--- src/hw/rtl/dpnc_pkg.sv ---
// ----------------------------------------------------------------------------
// dpnc_pkg
// shared constants and controller/datapath interface types
// ----------------------------------------------------------------------------
`default_nettype none

package dpnc_pkg;

    localparam int MAX_NODES = 1024;
    localparam int ADDR_W    = 10;
    localparam int COUNT_W   = 11;
    localparam int CH_W      = 8;
    localparam int MODE_W    = 2;

    localparam logic [COUNT_W-1:0] DEFAULT_COUNT = 11'd800;

    localparam logic [MODE_W-1:0] MODE_WRITE   = 2'd0;
    localparam logic [MODE_W-1:0] MODE_CONCEAL = 2'd1;
    localparam logic [MODE_W-1:0] MODE_READ    = 2'd2;

    typedef struct packed {
        logic load;
        logic calc;
        logic wr1;
        logic wr2;
        logic done;
    } t_cmd;

    typedef struct packed {
        logic conceal;
    } t_sts;

endpackage

`default_nettype wire

--- src/hw/rtl/dpnc_ctrl.sv ---
// ----------------------------------------------------------------------------
// dpnc_ctrl
// sequencer for read, boost, write back and result beat
// ----------------------------------------------------------------------------
`default_nettype none

module dpnc_ctrl (
    input  wire logic           i_clk,
    input  wire logic           i_rst_n,
    input  wire logic           i_start,
    input  wire dpnc_pkg::t_sts i_sts,
    output dpnc_pkg::t_cmd      o_cmd,
    output logic                o_busy,
    output logic                o_done
);
    import dpnc_pkg::*;

    typedef enum logic [5:0] {
        S_IDLE = 6'b000001,
        S_READ = 6'b000010,
        S_CALC = 6'b000100,
        S_WR1  = 6'b001000,
        S_WR2  = 6'b010000,
        S_DONE = 6'b100000
    } t_state;

    t_state r_state;
    t_state n_state;
    logic   r_done;

    always_comb begin
        n_state = r_state;
        o_cmd   = '0;
        unique case (r_state)
            S_IDLE: begin
                if (i_start) begin
                    o_cmd.load = 1'b1;
                    n_state    = S_READ;
                end
            end
            S_READ: begin
                n_state = S_CALC;
            end
            S_CALC: begin
                o_cmd.calc = 1'b1;
                n_state    = i_sts.conceal ? S_WR1 : S_DONE;
            end
            S_WR1: begin
                o_cmd.wr1 = 1'b1;
                n_state   = S_WR2;
            end
            S_WR2: begin
                o_cmd.wr2 = 1'b1;
                n_state   = S_DONE;
            end
            S_DONE: begin
                o_cmd.done = 1'b1;
                n_state    = S_IDLE;
            end
            default: begin
                n_state = S_IDLE;
            end
        endcase
    end

    always_ff @(posedge i_clk) begin
        if (!i_rst_n) begin
            r_state <= S_IDLE;
            r_done  <= 1'b0;
        end else begin
            r_state <= n_state;
            r_done  <= (r_state == S_DONE);
        end
    end

    assign o_busy = (r_state != S_IDLE);
    assign o_done = r_done;

endmodule

`default_nettype wire

--- config.mk ---
export PLATFORM = sky130hd
export DESIGN_NAME = dpnc_ctrl
export DESIGN_NICKNAME = d
export VERILOG_FILES = /design/src/hw/rtl/dpnc_pkg.sv /design/src/hw/rtl/dpnc_ctrl.sv
export SDC_FILE = /design/constraint.sdc
export NUM_CORES = 1
export LEC_CHECK = 0
export ABC_AREA = 1
export BUFFER_PORTS_ARGS = -buffer_cell sky130_fd_sc_hd__buf_2
export CORE_AREA = 2 2 39 41
export CTS_CLUSTER_SIZE = 24
export DETAILED_ROUTE_END_ITERATION = 12
export DIE_AREA = 0 0 41 43
export GPL_TIMING_DRIVEN = 0
export SLEW_MARGIN = 20
export SYNTH_ARGS = -nofsm -noshare
export SYNTH_HDL_FRONTEND = slang
export SYNTH_SLANG_ARGS = --single-unit
--- constraint.sdc ---
create_clock -name i_clk -period 2.6 [get_ports i_clk]
set_input_delay 0.65 -clock i_clk [delete_from_list [all_inputs] [get_ports i_clk]]
set_output_delay 0.65 -clock i_clk [all_outputs]
set_load 0.05 [all_outputs]
======== Yosys cells after proc, flatten, opt, wreduce, memory -nomap -nowiden ========
Cells that the tools add are included.
storage, ports and cells
  register bits after elaboration ......... 7
  bits of input ports ..................... 4
  word-level logic and storage cells ...... 19
operators by class
  eq/ne operators ......................... 8
  mux-type cells .......................... 9
operator list
  kind                  number
  $pmux W6 S5           1
  $mux W6               2
  $eq A6 B1 Y1 const B  1
  $eq A6 B2 Y1 const B  1
  $eq A6 B3 Y1 const B  1
  $eq A6 B4 Y1 const B  1
  $eq A6 B5 Y1 const B  1
  $eq A6 B6 Y1 const B  1
  $mux W1               6
  $ne A6 B1 Y1 const B  1
  $ne A2 B2 Y1 const B  1

======== Logic depth before layout (Yosys ltp) ========
  depth after elaboration ................. 2
  mapped depth ............................ 7
  mapped depth without buffers ............ 7

======== Worst setup path after synthesis ========
OpenSTA, ideal clock, no wires.
  kind .................................... register to output
  from .................................... reg r_state[0]
  to ...................................... out o_cmd[0] in the netlist's numbering
  data arrival time ....................... 1.628 ns
  data required time ...................... 1.950 ns
  path slack .............................. 0.322 ns
  cell stages (with the launch flop) ...... 4
  cell sequence ........................... dfxtp_1 > nor2_2 > nand2_1 > nor3_1
RTL lines
  what                      line             text
  start: declaration        dpnc_ctrl.sv:27  t_state r_state;
  start signal: assignment  dpnc_ctrl.sv:71  r_state <= n_state;
  end: declaration          dpnc_ctrl.sv:12  output dpnc_pkg::t_cmd o_cmd,

==> summary.md <==
| Metric | Value |
|---|---|
| Most frequent cell after synthesis | `inv_1` |
| Hold-fix buffers, CTS | `0` |
| Clock power frac | `0.369` |
| Max FO, Critical Path | `4` |
| Comb power frac | `0.205` |
| Crit-path slowest cell | `dfxtp_1` |
| Chip Width | `41 um` |
| Worst Skew | `0.004844 ns` |
| CTS H-tree depth | `1` |
| # IOs | `11` |
| Hold slack | `0.5128 ns` |
| Syn nets | `51` |
| Part of the Yosys area used for sequential elements | `0.3862` |
| Post-synth top area share | `0.3862` |
| First-pass GRT wire length | `1.062 mm` |
| Synth top area cells | `dfxtp_1, inv_1, nor2_4, nor2_1, nor2_2` |
| DR vias/cell | `4.182` |
| Max Slew Vio Count | `0` |
| Register share of total power | `0.426` |
| Largest net degree at the start of global routing | `7` |
| DRC viols | `0` |
| Clock Latency Late Sink | `0.25 ns` |
| Initial antenna violation count | `0` |
| Post-synthesis cell count | `47` |
| Vias in the first global route | `293` |
| Startpoint Class | `flip-flop` |
| RSZ-0062 raised after global routing | `false` |
| Row count | `14` |
| Leakage power | `0.2299 nW` |
| Final setup viols | `0` |
| Placed instance count | `73` |
| Max-cap viol count | `0` |
| Wirelength, routed | `630 um` |
| NetSw | `83.41 uW` |
| Number of synthesized register bits | `7` |
| Drt pass-1 iters | `2` |
| Final period utilization | `0.7473` |
| GR Overflow Total | `0` |
| Final std cells w/o fill | `77` |
| Mapped Area | `362.8 um2` |
| Kind of critical path | `reg2out` |
| Worst Reg-to-Reg Cells | `5` |
| Worst slew pin tran | `0.2477 ns` |
| Util after Layout | `0.3318` |
| Max Buffers Root-to-Sink | `2` |
| DIE HEIGHT | `43 um` |
| Starting Density | `0.2622` |
| Cell Chain, Critical Path | `nor2_2, nand2_1, nor3_1, buf_2` |
| Ys flop type | `dfxtp_1` |
| Antenna fix cells | `0` |
| Drt initial violations | `5` |
| Minimum clock period | `1.943 ns` |
| Die area | `1763 um2` |
| GP Congestion | `0.7452` |
| TritonCTS clock tree | `yes` |
| Post-synth top area cell | `dfxtp_1` |
| Post_cts resized | `0` |
| Root buffer cell | `clkbuf_4` |
| P per Cell Area | `584.8 nW/um2` |
| Worst path arrival time | `1.29 ns` |
| IO buf count | `10` |
| WP data required | `1.95 ns` |
| YS warnings | `0` |
| Final Hold Vio Count | `0` |
| Area grow syn2layout | `26.55%` |
| Placed wire-length estimate | `508.6 um` |
| Via Count | `322` |
| Setup bufs post-CTS | `0` |
| Clk sink count | `7` |
| Outcome | `finished, final reports clean` |
| Achievable Freq | `514.7 MHz` |
| Synth Area per Inst | `7.720 um2` |
| Hold path cells | `2` |
| Setup TNS | `0 ns` |
| Peak VDD IR | `150.3 uV` |
| Share of layout cells above drive strength 1 | `0.3934` |
| Total CTS buffers | `3` |
| Post-route antenna net violation count | `0` |
| Switching Fraction | `0.3106` |
| Synth cell count leaders | `inv_1, nor2_1, dfxtp_1` |
| Setup WS post-layout | `0.6570 ns` |
| Core Footprint | `1384 um2` |
| Pint | `185.1 uW` |
| DR WL/cell | `8.182 um` |
| Total GRT Usage | `0.09457` |
| Slew HR | `0.8360` |
| Asr flop ratio synth | `0` |
| Hold Path Class | `reg2reg` |
| Place WS | `0.8181 ns` |
| Nets | `66` |
| Post-synth EDFFs | `0` |
| Worst Setup End Kind | `output pin` |
| Clock transition at path regs | `0.05 ns` |
| Crit-path max cell delay | `0.32 ns` |
| Post-synth cell types | `14` |
per-layer routing:
metal  track usage  wire length [um]
met5             0                 0
met4        0.1000                15
met3       0.03141                29
met2        0.1344               314
met1       0.09709               270
critical path: cells and delay by family, from the launching register on:
family | cells | cell delay, ns
buffers and inverters | 1 | 0.28
DFF | 1 | 0.32
and+or+nand+nor | 3 | 0.43
layout by cell type (no fill, tap or decap):
cell | netlist | layout
dfxtp_1 | 7 | 7
nor4_1 | 1 | 1
nand3_4 | 1 | 1
nor2_2 | 3 | 3
clkbuf_4 | 0 | 3
inv_1 | 10 | 10
nand3_2 | 1 | 1
a21oi_1 | 1 | 1
nor3_1 | 2 | 2
nand2_1 | 4 | 4
nand2_2 | 1 | 1
buf_2 | 0 | 10
nor2_4 | 3 | 3
clkbuf_1 | 0 | 1
nor2_1 | 8 | 8
o21ai_2 | 2 | 2
nand3_1 | 3 | 3
logic make-up after synthesis:
group,Yosys count,share of synthesized area
AO/OA/AOI/OAI,3,0.06206
AND/OR/NAND/NOR,27,0.4483
flip-flops,7,0.3862
buffers and inverters,10,0.1035
metrics by stage:
stage          total power [mW]  cell area, um2
6_report                 0.2685           459.2
5_1_grt                  0.2873           459.2
4_1_cts                  0.2728           459.2
3_5_place_dp             0.1723           432.9
3_3_place_gp             0.1717           432.9
2_1_floorplan            0.1610           362.8
cell type report:
cell class | count | area [um2]
timing repair buffer | 10 | 50.05
clock buffer | 4 | 26.28
inverter | 10 | 37.54
sequential | 7 | 140.1
fill | 154 | 924.6
multi-input combinational | 30 | 185.2
tap | 16 | 20.02
power by group through the flow:
| stage | combinational (mW) | clock (mW) | sequential [mW] |
|---|---|---|---|
| after floorplan | 0.0449 | 0 | 0.116 |
| after global placement | 0.0552 | 0 | 0.116 |
| after detailed placement | 0.0557 | 0 | 0.117 |
| after CTS | 0.0561 | 0.102 | 0.114 |
| after global routing | 0.0597 | 0.113 | 0.115 |
| final | 0.0550 | 0.0991 | 0.114 |
registers in the layout, indices dropped and copies added, names as in the netlist:
name,cells
r_state,6
o_done,1
final timing paths:
| kind | slack, ns | end | start |
|---|---|---|---|
| worst max register to register | 1.59 | r_state[3]$_SDFFE_PN0P_ | r_state[4]$_SDFFE_PN0P_ |
| worst min register to register | 0.51 | o_done$_SDFF_PN0_ | r_state[5]$_SDFFE_PN0P_ |
| worst max-delay path | 0.66 | o_cmd[0] | r_state[0]$_SDFFE_PN1P_ |
| worst min-delay path | 0.51 | o_done$_SDFF_PN0_ | r_state[5]$_SDFFE_PN0P_ |
Note: power is estimated with default switching activity, not from simulation.
